--- src/rtl/core/tfrs_pkg.sv ---
// shared types, constants and helpers of the transmit frame ring retry scheduler
// used by every module of the block; no dependencies
package tfrs_pkg;

  localparam int CHANNELS        = 2;
  localparam int RING_DEPTH      = 8;
  localparam int MAX_FRAME_BYTES = 255;
  localparam int MAX_RESULTS     = 8;
  localparam int CMDQ_DEPTH      = 2;

  localparam int CH_W    = (CHANNELS > 1) ? $clog2(CHANNELS) : 1;
  localparam int SLOT_W  = $clog2(RING_DEPTH);
  localparam int FILL_W  = $clog2(RING_DEPTH + 1);
  localparam int LEN_AW  = $clog2(CHANNELS * RING_DEPTH);
  localparam int CNT_W   = $clog2(MAX_RESULTS + 1);
  localparam int CMDQ_AW = (CMDQ_DEPTH > 1) ? $clog2(CMDQ_DEPTH) : 1;
  localparam int CMDQ_CW = $clog2(CMDQ_DEPTH + 1);
  localparam int TICK_W  = 32;
  localparam int CFG_AW  = 2;
  localparam int CFG_DW  = 16;

  localparam logic [1:0] FUNC_ENQ  = 2'd0;
  localparam logic [1:0] FUNC_TICK = 2'd1;
  localparam logic [1:0] FUNC_DONE = 2'd2;
  localparam logic [1:0] FUNC_ERR  = 2'd3;

  localparam logic [CFG_AW-1:0] CFG_TIMEOUT = 2'd0;
  localparam logic [CFG_AW-1:0] CFG_GAP     = 2'd1;
  localparam logic [CFG_AW-1:0] CFG_LIMIT   = 2'd2;

  localparam logic [15:0] TIMEOUT_RST = 16'd50;
  localparam logic [15:0] GAP_RST     = 16'd10;
  localparam logic [3:0]  LIMIT_RST   = 4'd3;

  typedef enum logic [3:0] {
    K_QUEUED  = 4'd0,
    K_FULL    = 4'd1,
    K_INVALID = 4'd2,
    K_START   = 4'd3,
    K_ABORT   = 4'd4,
    K_SENT    = 4'd5,
    K_ERROR   = 4'd6,
    K_IGNORED = 4'd7,
    K_DROPPED = 4'd8
  } kind_e;

  typedef enum logic [2:0] {
    OP_TICK    = 3'd0,
    OP_ENQ     = 3'd1,
    OP_DONE    = 3'd2,
    OP_ERR     = 3'd3,
    OP_BAD_CH  = 3'd4,
    OP_BAD_LEN = 3'd5
  } op_e;

  typedef struct packed {
    op_e        op;
    logic [2:0] channel;
    logic       urgent;
    logic       use_seq;
    logic [7:0] seq;
    logic [7:0] length;
  } cmd_t;

  typedef struct packed {
    kind_e      kind;
    logic [2:0] channel;
    logic [2:0] slot;
    logic [7:0] length;
    logic [7:0] seq;
    logic [3:0] retry;
    logic       last;
  } res_t;

  function automatic logic [SLOT_W-1:0] slot_inc(input logic [SLOT_W-1:0] s);
    logic [SLOT_W-1:0] r;
    if (s == SLOT_W'(RING_DEPTH - 1)) begin
      r = '0;
    end else begin
      r = s + SLOT_W'(1);
    end
    return r;
  endfunction

  function automatic logic [LEN_AW-1:0] len_addr(input logic [CH_W-1:0] ch,
                                                 input logic [SLOT_W-1:0] s);
    return LEN_AW'(int'(ch) * RING_DEPTH + int'(s));
  endfunction

endpackage

--- src/rtl/core/tfrs_front.sv ---
// front end: takes input events and classifies them into queue commands
// depends on tfrs_pkg
module tfrs_front import tfrs_pkg::*; (
  input  logic       in_valid_i,
  output logic       in_ready_o,
  input  logic [1:0] func_i,
  input  logic [2:0] channel_i,
  input  logic       urgent_i,
  input  logic       use_given_seq_i,
  input  logic [7:0] given_seq_i,
  input  logic [7:0] frame_length_i,
  input  logic       q_full_i,
  output logic       q_push_o,
  output cmd_t       q_cmd_o
);

  op_e op;

  always_comb begin
    op = OP_TICK;
    if (func_i == FUNC_TICK) begin
      op = OP_TICK;
    end else if (channel_i >= 3'(CHANNELS)) begin
      op = OP_BAD_CH;
    end else begin
      case (func_i)
        FUNC_ENQ: begin
          if (frame_length_i inside {[1:MAX_FRAME_BYTES]}) begin
            op = OP_ENQ;
          end else begin
            op = OP_BAD_LEN;
          end
        end
        FUNC_DONE: op = OP_DONE;
        FUNC_ERR:  op = OP_ERR;
        default:   op = OP_TICK;
      endcase
    end
  end

  assign in_ready_o       = !q_full_i;
  assign q_push_o         = in_valid_i && !q_full_i;
  assign q_cmd_o.op       = op;
  assign q_cmd_o.channel  = channel_i;
  assign q_cmd_o.urgent   = urgent_i;
  assign q_cmd_o.use_seq  = use_given_seq_i;
  assign q_cmd_o.seq      = given_seq_i;
  assign q_cmd_o.length   = frame_length_i;

endmodule

--- src/rtl/core/tfrs_cmd_fifo.sv ---
// short command queue between the front end and the scheduler back end
// depends on tfrs_pkg
module tfrs_cmd_fifo import tfrs_pkg::*; (
  input  logic clk_i,
  input  logic rst_ni,
  input  logic push_i,
  input  cmd_t push_cmd_i,
  output logic full_o,
  input  logic pop_i,
  output logic empty_o,
  output cmd_t head_o
);

  cmd_t               mem_q [CMDQ_DEPTH];
  logic [CMDQ_AW-1:0] wptr_q, wptr_d;
  logic [CMDQ_AW-1:0] rptr_q, rptr_d;
  logic [CMDQ_CW-1:0] count_q, count_d;

  function automatic logic [CMDQ_AW-1:0] ptr_inc(input logic [CMDQ_AW-1:0] p);
    logic [CMDQ_AW-1:0] r;
    if (p == CMDQ_AW'(CMDQ_DEPTH - 1)) begin
      r = '0;
    end else begin
      r = p + CMDQ_AW'(1);
    end
    return r;
  endfunction

  assign full_o  = (count_q == CMDQ_CW'(CMDQ_DEPTH));
  assign empty_o = (count_q == '0);
  assign head_o  = mem_q[rptr_q];

  always_comb begin
    wptr_d  = push_i ? ptr_inc(wptr_q) : wptr_q;
    rptr_d  = pop_i ? ptr_inc(rptr_q) : rptr_q;
    count_d = count_q;
    if (push_i && !pop_i) begin
      count_d = count_q + CMDQ_CW'(1);
    end else if (pop_i && !push_i) begin
      count_d = count_q - CMDQ_CW'(1);
    end
  end

  always_ff @(posedge clk_i or negedge rst_ni) begin
    if (!rst_ni) begin
      wptr_q  <= '0;
      rptr_q  <= '0;
      count_q <= '0;
    end else begin
      wptr_q  <= wptr_d;
      rptr_q  <= rptr_d;
      count_q <= count_d;
    end
  end

  always_ff @(posedge clk_i) begin
    if (push_i) begin
      mem_q[wptr_q] <= push_cmd_i;
    end
  end

endmodule

--- src/rtl/core/tfrs_back.sv ---
// back end: per-channel rings, send state, timeout and retry sequencer, result output
// depends on tfrs_pkg; fed by tfrs_cmd_fifo
module tfrs_back import tfrs_pkg::*; (
  input  logic              clk_i,
  input  logic              rst_ni,
  input  logic              cfg_we_i,
  input  logic [CFG_AW-1:0] cfg_addr_i,
  input  logic [CFG_DW-1:0] cfg_wdata_i,
  input  logic              q_empty_i,
  input  cmd_t              q_head_i,
  output logic              q_pop_o,
  output logic              out_valid_o,
  input  logic              out_ready_i,
  output res_t              out_res_o
);

  localparam logic [2:0] S_IDLE  = 3'd0;
  localparam logic [2:0] S_EXEC  = 3'd1;
  localparam logic [2:0] S_START = 3'd2;
  localparam logic [2:0] S_TICK  = 3'd3;
  localparam logic [2:0] S_ABORT = 3'd4;
  localparam logic [2:0] S_RETRY = 3'd5;
  localparam logic [2:0] S_FLUSH = 3'd6;

  logic [15:0] timeout_q, gap_q;
  logic [3:0]  limit_q;

  logic [2:0]        state_q, state_d;
  logic [CH_W-1:0]   ch_q, ch_d;
  cmd_t              cmd_q;
  logic [CNT_W-1:0]  cnt_q;
  logic [TICK_W-1:0] now_q;

  logic [7:0]        seq_q     [CHANNELS];
  logic [SLOT_W-1:0] head_q    [CHANNELS];
  logic [SLOT_W-1:0] tail_q    [CHANNELS];
  logic [FILL_W-1:0] fill_q    [CHANNELS];
  logic              sending_q [CHANNELS];
  logic              rw_q      [CHANNELS];
  logic [3:0]        retry_q   [CHANNELS];
  logic [TICK_W-1:0] sst_q     [CHANNELS];
  logic [7:0]        len_mem_q [CHANNELS * RING_DEPTH];

  res_t hold_q, out_q, move_res;
  logic hold_v_q, out_v_q;

  logic [7:0]        seq_c, seq_n;
  logic [SLOT_W-1:0] head_c, head_n, tail_c, tail_n;
  logic [FILL_W-1:0] fill_c, fill_n;
  logic              sending_c, sending_n, rw_c, rw_n;
  logic [3:0]        retry_c, retry_n;
  logic [TICK_W-1:0] sst_c, sst_n, age;
  logic [7:0]        head_len;

  logic        emit_req, emit_ok, emit_fire, go, commit, last_ch;
  logic        len_we, now_inc, pop, flush_fire;
  logic [FILL_W-1:0] enq_limit;
  res_t        new_res;

  assign seq_c     = seq_q[ch_q];
  assign head_c    = head_q[ch_q];
  assign tail_c    = tail_q[ch_q];
  assign fill_c    = fill_q[ch_q];
  assign sending_c = sending_q[ch_q];
  assign rw_c      = rw_q[ch_q];
  assign retry_c   = retry_q[ch_q];
  assign sst_c     = sst_q[ch_q];
  assign head_len  = len_mem_q[len_addr(ch_q, head_c)];
  assign age       = now_q - sst_c;
  assign last_ch   = (ch_q == CH_W'(CHANNELS - 1));
  assign enq_limit = cmd_q.urgent ? FILL_W'(RING_DEPTH) : FILL_W'(RING_DEPTH - 1);

  logic out_free;
  assign out_free   = !out_v_q || out_ready_i;
  assign emit_ok    = (cnt_q >= CNT_W'(MAX_RESULTS)) || !hold_v_q || out_free;
  assign go         = !emit_req || emit_ok;
  assign emit_fire  = emit_req && go && (cnt_q < CNT_W'(MAX_RESULTS));
  assign flush_fire = (state_q == S_FLUSH) && hold_v_q && out_free;

  always_comb begin
    state_d   = state_q;
    ch_d      = ch_q;
    emit_req  = 1'b0;
    new_res   = '0;
    commit    = 1'b0;
    len_we    = 1'b0;
    now_inc   = 1'b0;
    pop       = 1'b0;
    seq_n     = seq_c;
    head_n    = head_c;
    tail_n    = tail_c;
    fill_n    = fill_c;
    sending_n = sending_c;
    rw_n      = rw_c;
    retry_n   = retry_c;
    sst_n     = sst_c;
    new_res.channel = 3'(ch_q);
    new_res.retry   = retry_c;
    case (state_q)
      S_IDLE: begin
        if (!q_empty_i) begin
          pop = 1'b1;
          if (q_head_i.op == OP_TICK) begin
            ch_d    = '0;
            state_d = S_TICK;
          end else begin
            ch_d    = q_head_i.channel[CH_W-1:0];
            state_d = S_EXEC;
          end
        end
      end
      S_EXEC: begin
        emit_req = 1'b1;
        commit   = 1'b1;
        state_d  = S_FLUSH;
        case (cmd_q.op)
          OP_BAD_CH: begin
            new_res.kind    = K_INVALID;
            new_res.channel = cmd_q.channel;
            new_res.retry   = '0;
          end
          OP_BAD_LEN: begin
            new_res.kind    = K_INVALID;
            new_res.channel = cmd_q.channel;
          end
          OP_ENQ: begin
            if (fill_c >= enq_limit) begin
              new_res.kind = K_FULL;
            end else begin
              new_res.kind   = K_QUEUED;
              new_res.slot   = 3'(tail_c);
              new_res.length = cmd_q.length;
              new_res.seq    = cmd_q.use_seq ? cmd_q.seq : seq_c;
              if (!cmd_q.use_seq) begin
                seq_n = seq_c + 8'd1;
              end
              len_we = 1'b1;
              tail_n = slot_inc(tail_c);
              fill_n = fill_c + FILL_W'(1);
              if (!sending_c) begin
                state_d = S_START;
              end
            end
          end
          OP_DONE: begin
            if (!sending_c || fill_c == '0) begin
              new_res.kind = K_IGNORED;
            end else begin
              new_res.kind   = K_SENT;
              new_res.slot   = 3'(head_c);
              new_res.length = head_len;
              new_res.retry  = '0;
              head_n  = slot_inc(head_c);
              fill_n  = fill_c - FILL_W'(1);
              retry_n = '0;
              rw_n    = 1'b0;
              if (fill_c > FILL_W'(1)) begin
                state_d = S_START;
              end else begin
                sending_n = 1'b0;
              end
            end
          end
          OP_ERR: begin
            if (!sending_c || fill_c == '0) begin
              new_res.kind = K_IGNORED;
            end else begin
              new_res.kind = K_ERROR;
              new_res.slot = 3'(head_c);
              sending_n    = 1'b0;
              rw_n         = 1'b1;
              sst_n        = now_q;
            end
          end
          default: begin
            new_res.kind = K_IGNORED;
          end
        endcase
      end
      S_START: begin
        emit_req       = 1'b1;
        commit         = 1'b1;
        new_res.kind   = K_START;
        new_res.slot   = 3'(head_c);
        new_res.length = head_len;
        sending_n      = 1'b1;
        rw_n           = 1'b0;
        sst_n          = now_q;
        if (cmd_q.op != OP_TICK || last_ch) begin
          state_d = S_FLUSH;
        end else begin
          ch_d    = ch_q + CH_W'(1);
          state_d = S_RETRY;
        end
      end
      S_TICK: begin
        now_inc = 1'b1;
        state_d = S_ABORT;
      end
      S_ABORT: begin
        commit = 1'b1;
        if (sending_c && fill_c != '0 && age > TICK_W'(timeout_q)) begin
          emit_req     = 1'b1;
          new_res.kind = K_ABORT;
          new_res.slot = 3'(head_c);
          sending_n    = 1'b0;
          rw_n         = 1'b1;
          sst_n        = now_q;
        end
        if (last_ch) begin
          ch_d    = '0;
          state_d = S_RETRY;
        end else begin
          ch_d = ch_q + CH_W'(1);
        end
      end
      S_RETRY: begin
        commit = 1'b1;
        if (last_ch) begin
          state_d = S_FLUSH;
        end else begin
          ch_d = ch_q + CH_W'(1);
        end
        if (sending_c || fill_c == '0 || (rw_c && age < TICK_W'(gap_q))) begin
          // channel has nothing to do on this tick
        end else begin
          ch_d    = ch_q;
          state_d = S_START;
          if (rw_c) begin
            rw_n = 1'b0;
            if (retry_c >= limit_q) begin
              emit_req       = 1'b1;
              new_res.kind   = K_DROPPED;
              new_res.slot   = 3'(head_c);
              new_res.length = head_len;
              head_n         = slot_inc(head_c);
              fill_n         = fill_c - FILL_W'(1);
              retry_n        = '0;
              if (fill_c == FILL_W'(1)) begin
                if (last_ch) begin
                  state_d = S_FLUSH;
                end else begin
                  ch_d    = ch_q + CH_W'(1);
                  state_d = S_RETRY;
                end
              end
            end else begin
              retry_n = retry_c + 4'd1;
            end
          end
        end
      end
      S_FLUSH: begin
        if (!hold_v_q || out_free) begin
          state_d = S_IDLE;
        end
      end
      default: begin
        state_d = S_IDLE;
      end
    endcase
  end

  always_comb begin
    move_res      = hold_q;
    move_res.last = flush_fire;
  end

  assign q_pop_o = pop;

  always_ff @(posedge clk_i or negedge rst_ni) begin
    if (!rst_ni) begin
      timeout_q <= TIMEOUT_RST;
      gap_q     <= GAP_RST;
      limit_q   <= LIMIT_RST;
    end else if (cfg_we_i) begin
      case (cfg_addr_i)
        CFG_TIMEOUT: timeout_q <= cfg_wdata_i;
        CFG_GAP:     gap_q     <= cfg_wdata_i;
        CFG_LIMIT:   limit_q   <= cfg_wdata_i[3:0];
        default: ;
      endcase
    end
  end

  always_ff @(posedge clk_i or negedge rst_ni) begin
    if (!rst_ni) begin
      state_q  <= S_IDLE;
      ch_q     <= '0;
      cnt_q    <= '0;
      now_q    <= '0;
      hold_v_q <= 1'b0;
      out_v_q  <= 1'b0;
      for (int i = 0; i < CHANNELS; i++) begin
        seq_q[i]     <= '0;
        head_q[i]    <= '0;
        tail_q[i]    <= '0;
        fill_q[i]    <= '0;
        sending_q[i] <= 1'b0;
        rw_q[i]      <= 1'b0;
        retry_q[i]   <= '0;
        sst_q[i]     <= '0;
      end
    end else begin
      if (go) begin
        state_q <= state_d;
        ch_q    <= ch_d;
      end
      if (pop) begin
        cnt_q <= '0;
      end else if (emit_fire) begin
        cnt_q <= cnt_q + CNT_W'(1);
      end
      if (now_inc) begin
        now_q <= now_q + TICK_W'(1);
      end
      if (commit && go) begin
        seq_q[ch_q]     <= seq_n;
        head_q[ch_q]    <= head_n;
        tail_q[ch_q]    <= tail_n;
        fill_q[ch_q]    <= fill_n;
        sending_q[ch_q] <= sending_n;
        rw_q[ch_q]      <= rw_n;
        retry_q[ch_q]   <= retry_n;
        sst_q[ch_q]     <= sst_n;
      end
      if (emit_fire) begin
        hold_v_q <= 1'b1;
      end else if (flush_fire) begin
        hold_v_q <= 1'b0;
      end
      if ((emit_fire && hold_v_q) || flush_fire) begin
        out_v_q <= 1'b1;
      end else if (out_ready_i) begin
        out_v_q <= 1'b0;
      end
    end
  end

  always_ff @(posedge clk_i) begin
    if (pop) begin
      cmd_q <= q_head_i;
    end
    if (len_we && go) begin
      len_mem_q[len_addr(ch_q, tail_c)] <= cmd_q.length;
    end
    if (emit_fire) begin
      hold_q <= new_res;
    end
    if ((emit_fire && hold_v_q) || flush_fire) begin
      out_q <= move_res;
    end
  end

  assign out_valid_o = out_v_q;
  assign out_res_o   = out_q;

`ifndef SYNTHESIS
  a_send_has_frame: assert property (@(posedge clk_i) disable iff (!rst_ni)
    sending_q[0] |-> (fill_q[0] != '0))
    else $error("channel sending with an empty ring");
  a_fill_bound: assert property (@(posedge clk_i) disable iff (!rst_ni)
    fill_q[0] <= FILL_W'(RING_DEPTH))
    else $error("ring fill above depth");
  a_send_wait_excl: assert property (@(posedge clk_i) disable iff (!rst_ni)
    !(sending_q[0] && rw_q[0]))
    else $error("channel both sending and waiting to retry");
  a_idle_no_hold: assert property (@(posedge clk_i) disable iff (!rst_ni)
    (state_q == S_IDLE) |-> !hold_v_q)
    else $error("held result left over between events");
  a_cnt_bound: assert property (@(posedge clk_i) disable iff (!rst_ni)
    cnt_q <= CNT_W'(MAX_RESULTS))
    else $error("result count overflow");
`endif

endmodule

--- src/rtl/core/tx_frame_ring_retry_scheduler.sv ---
// top level of the transmit frame ring retry scheduler
// depends on tfrs_pkg, tfrs_front, tfrs_cmd_fifo and tfrs_back

// Each channel keeps a ring of frame lengths and a send state; events are enqueue, tick,
// send done and send error, and each event yields zero or more result transfers, the
// final one marked by last_o. The front end classifies an event in the cycle it is
// accepted and puts it in a two-entry command queue, so inputs keep flowing while the
// back end works, until the queue is full. The back end sequencer handles one event at a
// time: it takes the event from the queue; an enqueue, send done or send error then
// executes, may start a send, and closes; a tick advances time, checks each channel for
// a timeout, checks each channel for a retry, starting or dropping any due frame, and
// closes. A result is formed in the cycle of its step, which waits only while the held
// result cannot move on to the output register.
// Configuration writes take effect at once and are meant for idle periods only.
module tx_frame_ring_retry_scheduler import tfrs_pkg::*; (
  input  logic              clk_i,
  input  logic              rst_ni,
  input  logic              cfg_we_i,
  input  logic [CFG_AW-1:0] cfg_addr_i,
  input  logic [CFG_DW-1:0] cfg_wdata_i,
  input  logic              in_valid_i,
  output logic              in_ready_o,
  input  logic [1:0]        func_i,
  input  logic [2:0]        channel_i,
  input  logic              urgent_i,
  input  logic              use_given_seq_i,
  input  logic [7:0]        given_seq_i,
  input  logic [7:0]        frame_length_i,
  output logic              out_valid_o,
  input  logic              out_ready_i,
  output logic [3:0]        kind_o,
  output logic [2:0]        out_channel_o,
  output logic [2:0]        slot_o,
  output logic [7:0]        out_length_o,
  output logic [7:0]        out_seq_o,
  output logic [3:0]        retry_number_o,
  output logic              last_o
);

  logic q_full, q_push, q_pop, q_empty;
  cmd_t push_cmd, head_cmd;
  res_t res;

  tfrs_front u_front (
    .in_valid_i      (in_valid_i),
    .in_ready_o      (in_ready_o),
    .func_i          (func_i),
    .channel_i       (channel_i),
    .urgent_i        (urgent_i),
    .use_given_seq_i (use_given_seq_i),
    .given_seq_i     (given_seq_i),
    .frame_length_i  (frame_length_i),
    .q_full_i        (q_full),
    .q_push_o        (q_push),
    .q_cmd_o         (push_cmd)
  );

  tfrs_cmd_fifo u_cmd_fifo (
    .clk_i      (clk_i),
    .rst_ni     (rst_ni),
    .push_i     (q_push),
    .push_cmd_i (push_cmd),
    .full_o     (q_full),
    .pop_i      (q_pop),
    .empty_o    (q_empty),
    .head_o     (head_cmd)
  );

  tfrs_back u_back (
    .clk_i       (clk_i),
    .rst_ni      (rst_ni),
    .cfg_we_i    (cfg_we_i),
    .cfg_addr_i  (cfg_addr_i),
    .cfg_wdata_i (cfg_wdata_i),
    .q_empty_i   (q_empty),
    .q_head_i    (head_cmd),
    .q_pop_o     (q_pop),
    .out_valid_o (out_valid_o),
    .out_ready_i (out_ready_i),
    .out_res_o   (res)
  );

  assign kind_o         = res.kind;
  assign out_channel_o  = res.channel;
  assign slot_o         = res.slot;
  assign out_length_o   = res.length;
  assign out_seq_o      = res.seq;
  assign retry_number_o = res.retry;
  assign last_o         = res.last;

endmodule
--- config.mk ---
export PLATFORM = sky130hd
export DESIGN_NAME = tx_frame_ring_retry_scheduler
export DESIGN_NICKNAME = d
export VERILOG_FILES = /design/src/rtl/core/tfrs_pkg.sv /design/src/rtl/core/tfrs_front.sv /design/src/rtl/core/tfrs_cmd_fifo.sv /design/src/rtl/core/tfrs_back.sv /design/src/rtl/core/tx_frame_ring_retry_scheduler.sv
export SDC_FILE = /design/constraint.sdc
export NUM_CORES = 1
export LEC_CHECK = 0
export BUFFER_PORTS_ARGS = -buffer_cell sky130_fd_sc_hd__buf_2
export CAP_MARGIN = 10
export CORE_MARGIN = 2
export CORE_UTILIZATION = 40
export DETAILED_ROUTE_END_ITERATION = 10
export PLACE_DENSITY = 0.67
export SETUP_SLACK_MARGIN = 0.15
export SLEW_MARGIN = 20
export SYNTH_ARGS = -nofsm -noshare
export SYNTH_HDL_FRONTEND = slang
export SYNTH_SLANG_ARGS = --single-unit
--- constraint.sdc ---
create_clock -name clk_i -period 8.8 [get_ports clk_i]
set_clock_uncertainty 0.15 [all_clocks]
set_input_delay 0.44 -clock clk_i [delete_from_list [all_inputs] [get_ports clk_i]]
set_output_delay 0.44 -clock clk_i [all_outputs]
set_load 0.01 [all_outputs]
## After elaboration in Yosys (flattened, before gate mapping)

Memory sizes are Yosys's and may differ from the RTL's.
Index checks and enable logic that the tools add are counted.
W data, S select, Z words.

- Register bits after elaboration: 279
- RAM bits: 176
- Bits of input ports: 46
- Output and inout port bits: 33
- Logic and storage cells: 333
- Memories: 2

Memories:

| memory | words | bits a word | read ports | clocked after Yosys merged registers in | write ports | RTL line | source |
|---|---|---|---|---|---|---|---|
| u_back.len_mem_q | 16 | 8 | 1 | 0 | 1 | tfrs_back.sv:42 | `logic [7:0] len_mem_q [CHANNELS * RING_DEPTH];` |
| u_cmd_fifo.mem_q | 2 | 24 | 1 | 0 | 1 | tfrs_cmd_fifo.sv:14 | `cmd_t mem_q [CMDQ_DEPTH];` |

- Add/subtract/negate cells: 16
- Magnitude comparators: 12
- Equal/unequal tests: 28
- Muxes and demuxes: 169
- Bitwise gates (word level): 3
- Reduce and logical (&&, ||, !) cells: 55

Operator list:

| operator | number |
|---|---|
| $mux W32 | 7 |
| $mux W3 | 35 |
| $mux W4 | 24 |
| $pmux W32 S3 | 1 |
| $mux W8 | 9 |
| $bwmux W64 | 1 |
| $mux W1 | 49 |
| $mux W11 | 4 |
| $add A32 B1 Y32 const B | 1 |
| $demux W32 S1 | 1 |
| $gt A32 B16 Y1 | 1 |
| $lt A32 B16 Y1 | 1 |
| $pmux W4 S2 | 4 |
| $pmux W4 S4 | 2 |
| $sub A32 B32 Y32 | 1 |
| $pmux W8 S3 | 1 |
| $eq A3 B3 Y1 const B | 7 |
| $pmux W3 S7 | 1 |
| $mux W19 | 1 |
| $pmux W3 S3 | 2 |
| $bwmux W16 | 1 |
| $bwmux W8 | 2 |
| $pmux W8 S2 | 1 |
| $logic_and A1 B1 Y1 | 15 |
| other kinds (54) | 111 |

## Logic depth before layout (Yosys ltp)

Gate-level depths: netlist of run 1.

- Depth in word-level cells: 17
- Depth in mapped cells: 27
- Mapped depth without buffers: 22

## Cells and area by module

From an unflattened synthesis of run 1, not the netlist that was laid out.

- Cell total of the unflattened synthesis: 1878
- Area total of the unflattened synthesis: 22524.1 um^2

Modules (own cells, without submodules):

| module | instances | cells each | area each (um^2) | sequential area each (um^2) |
|---|---|---|---|---|
| tfrs_back | 1 | 1749 | 20213.1 | 11159.5 |
| tfrs_cmd_fifo | 1 | 91 | 2020.7 | 1541.5 |
| tfrs_front | 1 | 38 | 290.3 | 0.0 |

## Worst setup path after synthesis of run 1

OpenSTA, ideal clock, no wires.

- Kind: reg2reg
- From: register u_back.ch_q
- To: register u_back.out_q (netlist bit u_back.out_res_o[0]), enable pin
- Library setup time: 0.387 ns
- Data arrival time: 6.956 ns
- Required time: 8.263 ns
- Setup slack: 1.307 ns
- Stages on the path, launching flop included: 23
- Buffers on the path: 5
- Clock period less this slack: 7.493 ns
- Cell sequence: dfrtp_1 -> buf_4 -> buf_1 -> buf_1 -> clkbuf_1 -> mux2i_1 -> ha_1 -> buf_2 -> nand4_1 -> nor2_1 -> or2_1 -> or2_2 -> a21oi_1 -> xnor2_1 -> ha_1 -> nand4_1 -> o21ai_0 -> a21oi_1 -> a31o_2 -> a2bb2oi_1 -> nor2b_1 -> a211oi_2 -> a21o_1

- Word-level cells in the longest chain between the ends: 16
- Elaborated cells on any way between the ends: 38
- Those cells by class: add/sub (1); order compare (3); mux (20); bitwise (1); reduce/logical (13)

Ends and longest elaborated chain:

| what | RTL line | source |
|---|---|---|
| start: declaration | tfrs_back.sv:29 | `logic [CH_W-1:0] ch_q, ch_d;` |
| start signal: assignment | tfrs_back.sv:307 | `ch_q <= ch_d;` |
| $not A1 Y2 (implied by the code) * | - |  |
| $mux W32 (implied by the code) (3 in series) | tfrs_back.sv:67 | `assign sst_c = sst_q[ch_q];` |
| $sub A32 B32 Y32 | tfrs_back.sv:69 | `assign age = now_q - sst_c;` |
| $lt A32 B16 Y1 | tfrs_back.sv:224 | `if (sending_c \|\| fill_c == '0 \|\| (rw_c && age < TICK_W'(gap_q))) begin` |
| $logic_and A1 B1 Y1 | tfrs_back.sv:224 |  |
| $logic_or A1 B1 Y1 | tfrs_back.sv:224 |  |
| $mux W1 | tfrs_back.sv:224 |  |
| $pmux W1 S3 * | tfrs_back.sv:99 | `case (state_q)` |
| $logic_not A1 Y1 | tfrs_back.sv:76 | `assign go = !emit_req \|\| emit_ok;` |
| $logic_or A1 B1 Y1 | tfrs_back.sv:76 |  |
| $logic_and A1 B1 Y1 * (2 in series) | tfrs_back.sv:77 | `assign emit_fire = emit_req && go && (cnt_q < CNT_W'(MAX_RESULTS));` |
| named net u_back.emit_fire | tfrs_back.sv:55 | `logic emit_req, emit_ok, emit_fire, go, commit, last_ch;` |
| $logic_and A1 B1 Y1 * | tfrs_back.sv:350 | `if ((emit_fire && hold_v_q) \|\| flush_fire) begin` |
| $logic_or A1 B1 Y1 * | tfrs_back.sv:350 |  |
| end signal: assignment | tfrs_back.sv:351 | `out_q <= move_res;` |
| end: declaration | tfrs_back.sv:44 | `res_t hold_q, out_q, move_res;` |

Mark *: on every way through the listed nets, which the timed path passes. The rest lies on a longest branch. The select of a mux whose other input is x is not followed.
A chain may end at the register's enable or synchronous reset.

## Worst setup path in the final report of run 1

- From: register u_back.ch_q
- To: register u_back.sst_q[57] (netlist bit)

- Word-level cells in the longest chain between the ends: 13
- Elaborated cells on any way between the ends: 47
- Those cells by class: add/sub (1); order compare (5); mux (27); bitwise (1); reduce/logical (13)

Ends and longest elaborated chain:

| what | RTL line | source |
|---|---|---|
| $not A1 Y2 (implied by the code) * | - |  |
| $mux W32 (implied by the code) (3 in series) | tfrs_back.sv:67 |  |
| $sub A32 B32 Y32 | tfrs_back.sv:69 |  |
| $lt A32 B16 Y1 | tfrs_back.sv:224 |  |
| $logic_and A1 B1 Y1 | tfrs_back.sv:224 |  |
| $logic_or A1 B1 Y1 | tfrs_back.sv:224 |  |
| $mux W1 | tfrs_back.sv:224 |  |
| $pmux W1 S3 | tfrs_back.sv:99 |  |
| $logic_not A1 Y1 | tfrs_back.sv:76 |  |
| $logic_or A1 B1 Y1 | tfrs_back.sv:76 |  |
| $logic_and A1 B1 Y1 | tfrs_back.sv:317 | `if (commit && go) begin` |
| end signal: indexed assignment | tfrs_back.sv:325 | `sst_q[ch_q] <= sst_n;` |
| end: declaration | tfrs_back.sv:41 | `logic [TICK_W-1:0] sst_q [CHANNELS];` |

Every way passes the cells marked *; elsewhere a longest branch is shown, timed or not. The select of a mux whose other input is x is not followed.

==> results of run 1 <==
-- stage by stage --
stage	cells	hold WS (ps)	cell area [um2]	power (mW)
floorplan	1921	-5.591	22520	5.547
global placement	2687	252.7	23690	6.471
detailed placement	2687	256.5	23690	6.553
CTS	2807	36.70	25570	8.528
global route	2807	86.27	25570	9.020
finish	2807	68.48	25570	8.475
-- state kept, by name, indices dropped and copies added, names as in the netlist, 24 cells and up --
signal	count
u_back.now_q	32
u_cmd_fifo.mem_q	48
u_back.len_mem_q	128
u_back.cmd_q	24
u_back.sst_q	64
u_back.hold_q	30
u_back.out_res_o	31
-- per-layer routing --
| layer | GRT usage (%) | up-vias | wire length, um |
|---|---|---|---|
| li1 | - | 7198 | - |
| met1 | 25.60 | 7632 | 24540 |
| met2 | 28.02 | 399 | 23590 |
| met3 | 3.088 | 64 | 2738 |
| met4 | 4.938 | 0 | 1010 |
| met5 | 0 | - | 0 |
-- power by group --
part           internal [mW]  switching [mW]
combinational           1.36            2.07
sequential              2.82           0.285
clock                   1.12           0.821
-- cell families after synthesis --
family	after synthesis	share of synthesized area, %
simple gates	585	12.11
flops	455	56.39
mux	202	10.02
buf+inv	155	3.000
fa+ha+maj	94	5.255
compound gates	358	10.39
xor+xnor	72	2.833
-- tightest hold or removal path: cells and delay by family --
family | cells | cell delay [ps]
XOR/XNOR | 1 | 80
AND/OR/NAND/NOR | 1 | 130
buffers and inverters | 1 | 100
-- layout make-up --
class / count / area, um2 / area share (%)
clock buffers: 62 / 1324 / 5.177
clock inverters: 20 / 178.9 / 0.6998
inverters: 74 / 277.8 / 1.086
multi-input cells: 1311 / 9198 / 35.97
flip-flops and latches: 455 / 12700 / 49.69
well taps: 748 / 935.9 / 3.660
repair buffers: 137 / 949.7 / 3.714
-- final timing paths --
check                                                 to  slack, ps  cells past startpoint
max                         u_back.sst_q[57]$_DFFE_PN0P_       2160                     22
min                        u_cmd_fifo.wptr_q$_DFFE_PN0P_         70                      3
max reg2reg                 u_back.sst_q[57]$_DFFE_PN0P_       2160                     22
min reg2reg                u_back.out_res_o[8]$_DFFE_PP_        270                      0
max in group asynchronous        u_back.ch_q$_DFFE_PN0P_       6840                      3
min in group asynchronous   u_back.now_q[21]$_DFFE_PN0P_        280                      2
-- layout by cell type, fill, tap and decap left out, types with 10 or more instances in the layout --
master / n
buf_4: 20
dfrtp_1: 186
a22o_1: 10
mux2i_1: 51
mux2_1: 15
nor4_1: 10
a21oi_1: 81
nand2b_1: 10
nand3_1: 53
mux2_4: 10
clkbuf_16: 48
and2_1: 23
a31oi_1: 22
a311oi_1: 24
edfxtp_1: 261
nor3_1: 23
inv_1: 72
and3_1: 31
ha_1: 93
nand2_1: 266
nor2_1: 100
o21ai_0: 102
mux2_2: 123
xnor2_1: 52
buf_2: 77
nand4_1: 24
dlygate4sd3_1: 38
a21o_1: 22
xor2_1: 19
==> results.json, run 1 <==
{
  "p_leak_nw": 10.75,
  "synth_ff_type": "edfxtp_1",
  "fmax_mhz": 150.6,
  "synth_warnings": 0,
  "path_cells": "mux2_2 > ha_1 > fa_1 > nand2b_1 > a21o_1 > a21oi_1 > nor2_1 > nor2_1 > nor2_1 > xnor2_1 > ha_1 > a21o_1 > a21oi_1 > o21ai_0 > a21oi_1 > a31o_2 > a2bb2oi_1 > nor2b_1 > a21o_4 > and3_2 > buf_12 > mux2_2",
  "grt-ovfl-total": 0,
  "yosysMostFrequentCell": "nand2_1",
  "final_util_pct": 46.14,
  "numCtsBuffers": 46,
  "dp_hpwl_um": 35110,
  "synth_edf_count": 261,
  "worstPathArrival_ps": 6930,
  "wl_um": 51880,
  "antenna_found_initial": 0,
  "clk_latency_ps": 580,
  "synth_commonest_cells": "nand2_1, edfxtp_1, dfrtp_1",
  "cts_setup_buffers": 0,
  "die-area_mm2": 0.05822,
  "hold_violations": 0,
  "cts_hold_buf": 38,
  "netlist_top_cells_area": "edfxtp_1, dfrtp_1, mux2_2, ha_1, nand2_1",
  "post_cts_resized": 0,
  "cts.clk_slew.worst_paths_ps": 60,
  "pwr_density_cell_mw_per_mm2": 331.5,
  "wire_per_inst_um": 18.48,
  "cp.required_ps": 9090,
  "ios": 79,
  "start_kind": "register",
  "drt_pass1_iterations": 7,
  "yosysTopAreaCell": "edfxtp_1",
  "grt_max_degree": 79,
  "syn_to_final_growth_pct": 13.52,
  "status": "complete, no violations",
  "path_buf_inv": 1,
  "synth_area_mm2": 0.02252,
  "worstSetupPathType": "reg2reg",
  "dieHeight_um": 241.3,
  "r2r-start": "u_back.ch_q$_DFFE_PN0P_",
  "die_w_um": 241.3,
  "critPathTopFamily": "simple AND/OR/NAND/NOR gates",
  "via_per_inst": 5.448,
  "endpoint_kind": "register",
  "synth-seq-cells": 455,
  "max_slew_margin_pct": 35.11,
  "tightestPinTransition_ps": 973.4,
  "slowest_stage": "dfrtp_4",
  "cts_max_level": 2,
  "io_buffers": 78,
  "final_antenna_net_count": 0,
  "crit_path_start": "u_back.ch_q$_DFFE_PN0P_",
  "grt_pass1_wl_um": 82560,
  "maxSlewViolCount": 0,
  "async_reset_ff_share_pct": 42.64,
  "finalCriticalPeriod_ps": 6641,
  "via_count": 15293,
  "track_usage_pct": 17.87,
  "drc": 0,
  "drive_gt1_share_pct": 16.80,
  "fp.coreArea_mm2": 0.05542,
  "min_from": "in_valid_i",
  "cts_tree": "built",
  "synth.avg_cell_area_um2": 11.72,
  "nNetsFinal": 2165,
  "cp_max_fo": 33,
  "setup_ws_ps": 2159,
  "rsz0062_at_grt": "no",
  "fp-row-count": 86,
  "cts_root_buf": "clkbuf_16",
  "synth-seq-area-share_pct": 56.39,
  "insertedDiodeCount": 0,
  "pre_cts_slack_ps": 2256,
  "fin_setup_tns_ps": 0,
  "ys_types": 89,
  "min_path_type": "in2reg",
  "ir_worst_vdd_mv": 0.2016,
  "worst_path_largest_cell_delay_ps": 790,
  "finalSetupViolations": 0,
  "drv_cap": 0,
  "initial_core_util_pct": 40.64,
  "synthCells": 1921,
  "fill_cells": 4991,
  "cts_sinks": 455,
  "finalCritPeriodShare_pct": 75.47,
  "clock_path_buffers": 3,
  "synth.net_count": 2061,
  "first_iter_violations": 1257,
  "grt_pass1_vias": 15087,
  "synth_top_cell_area_share_pct": 34.80,
  "gp_congestion": 0.8979
}
(Power assumes the default switching activity.)
==> run 2: changes to the inputs <==
- PLACE_DENSITY: 0.67 -> 0.69
- clock period: 8.8 -> 5.4 ns (I/O delays scaled with it)
==> run 2 against run 1 <==
Effect of this change:
- via count grew 1.2%
- worst hold slack got worse by 6.1 ps
- sequential cell count stayed put
- non-clock buffer count grew 52
- fmax increased by 28%
- critical endpoint is now u_back.sst_q[26]$_DFFE_PN0P_
==> results.json, run 2 (same netlist as run 1, synthesis figures left out) <==
{
  "syn_to_final_growth_pct": 16.68,
  "rsz0062_at_grt": "yes",
  "gp_congestion": 0.9071,
  "slowest_stage": "dfrtp_4",
  "mostFrequentLayoutCell": "nand2_1",
  "numCtsBuffers": 47,
  "r2r-start": "u_back.ch_q$_DFFE_PN0P_",
  "via_count": 15478,
  "setup_ws_ps": 220.2,
  "cp.required_ps": 5720,
  "die_w_um": 241.3,
  "cts_sinks": 455,
  "reg.largest.list": "u_back.len_mem_q (128), u_back.sst_q (64), u_cmd_fifo.mem_q (48)",
  "fp.coreArea_mm2": 0.05542,
  "hold_violations": 0,
  "die-area_mm2": 0.05822,
  "worst_r2r_path_depth": 21,
  "holdPathStages": 3,
  "endpoint_kind": "register",
  "dpl.cell_count": 2718,
  "wire_per_inst_um": 18.71,
  "status": "complete, no violations",
  "nNetsFinal": 2218,
  "track_usage_pct": 18.15,
  "dp_hpwl_um": 36020,
  "start_kind": "register",
  "mostFrequentLayoutCells": "nand2_1, edfxtp_1, dfrtp_1",
  "dieHeight_um": 241.3,
  "ir_worst_vdd_mv": 0.2669,
  "drc": 0,
  "fp-row-count": 86,
  "drv_cap": 0,
  "finalCritPeriodShare_pct": 95.92,
  "cts.clk_slew.worst_paths_ps": 60,
  "worst_path_largest_cell_delay_ps": 530,
  "max_slew_margin_pct": 32.43,
  "insertedDiodeCount": 0,
  "maxSlewViolCount": 0,
  "crit_path_start": "u_back.ch_q$_DFFE_PN0P_",
  "finalCriticalPeriod_ps": 5180,
  "stdcell_area_mm2": 0.02628,
  "io_buffers": 78,
  "fmax_mhz": 193.1,
  "worstSetupPathType": "reg2reg",
  "min_path_type": "in2reg",
  "worstPathArrival_ps": 5500,
  "antenna_found_initial": 0,
  "fill_cells": 4894,
  "pwr_density_cell_mw_per_mm2": 554.5,
  "grt_max_degree": 102,
  "path_cells": "mux2i_1 > ha_1 > a21oi_1 > nor2_1 > or2_1 > or2_4 > a21oi_2 > xnor2_2 > ha_1 > nand4_1 > nor4_1 > o21ai_1 > o2111ai_2 > a2bb2oi_2 > nor2b_4 > a21o_4 > buf_4 > nand3_4 > buf_12 > buf_6 > mux2_2",
  "clock_path_buffers": 3,
  "largest_register_ffs": 128,
  "cts_max_level": 2,
  "grt_pass1_wl_um": 84100,
  "grt_pass1_vias": 15632,
  "first_iter_violations": 1301,
  "wl_um": 53570,
  "drt_pass1_iterations": 6,
  "finalSetupViolations": 0,
  "cpMostUsedCell": "ha_1",
  "via_per_inst": 5.406,
  "final_util_pct": 47.42,
  "cts_root_buf": "clkbuf_16",
  "min_from": "cfg_we_i",
  "largest_register": "u_back.len_mem_q",
  "tightestPinTransition_ps": 1012,
  "final-instance-count-excl-fill": 2863,
  "final_antenna_net_count": 0,
  "ios": 79,
  "cts_tree": "built",
  "grt-ovfl-total": 0,
  "postPlaceCellArea_mm2": 0.02398,
  "fin_setup_tns_ps": 0,
  "power_mw": 14.57,
  "cp_max_fo": 11,
  "clk_latency_ps": 600,
  "whs_ps": 62.35,
  "drive_gt1_share_pct": 20.05,
  "initial_core_util_pct": 40.64,
  "p_leak_nw": 11.08,
  "pre_cts_slack_ps": -35.59
}
-- run 2: cell types whose count changed in the layout (fill, tap and decap cells not counted), moves of 5 or more --
cell / previous run / this run
a21oi_2: 4 / 9
o21ai_0: 102 / 97
clkbuf_1: 7 / 17
a21oi_1: 81 / 76
buf_4: 20 / 57
-- run 2: final cells by class --
type	instances	area, um2	area share [%]
Sequential cell	455	12700	48.34
Multi-Input combinational cell	1311	9425	35.86
Timing Repair Buffer	189	1479	5.628
Clock buffer	67	1292	4.918
Tap cell	748	935.9	3.561
Inverter	74	277.8	1.057
Clock inverter	19	165.2	0.6285
-- run 2: path summary, 6_finish.rpt --
path	slack, ps	to
max	220	u_back.sst_q[26]$_DFFE_PN0P_
min	60	u_back.limit_q[0]$_DFFE_PN1P_
max reg2reg	220	u_back.sst_q[26]$_DFFE_PN0P_
min reg2reg	270	u_back.out_res_o[4]$_DFFE_PP_
max in group asynchronous	3740	u_back.gap_q[2]$_DFFE_PN0P_
min in group asynchronous	190	u_back.now_q[13]$_DFFE_PN0P_
-- run 2: per-layer routing --
metal / part of all wire (%) / global-route usage (%) / wire (um) / vias up
met5: 0 / 0 / 0 / -
met4: 2.2 / 4.751 / 1197 / 0
met3: 5.0 / 2.746 / 2654 / 79
met2: 47 / 29.69 / 25140 / 418
met1: 46 / 25.31 / 24580 / 7649
li1: - / - / - / 7332
-- run 2: power by group --
| part | internal [mW] | switching, mW | total (mW) |
|---|---|---|---|
| clock network | 1.73 | 1.36 | 3.09 |
| logic | 2.73 | 3.74 | 6.48 |
| registers | 4.60 | 0.412 | 5.01 |
-- run 2: critical path, delay by kind of cell (launching register included) --
family	cells	cell delay [ps]
AND/OR/NAND/NOR	7	1290
AO/OA/AOI/OAI	6	1120
multiplexers	2	680
adder cells (fa/ha/maj)	2	670
flip-flops	1	530
buffers and inverters	3	500
XOR/XNOR	1	120
-- run 2: what timing repair did --
item,4_1_cts,5_1_grt
cloned,0,7
setup endpoints to repair,79,178
setup buffers,2,10
hold buffers,40,0
gates resized for setup,2,45
pin swaps,2,11
hold endpoints to repair,183,0
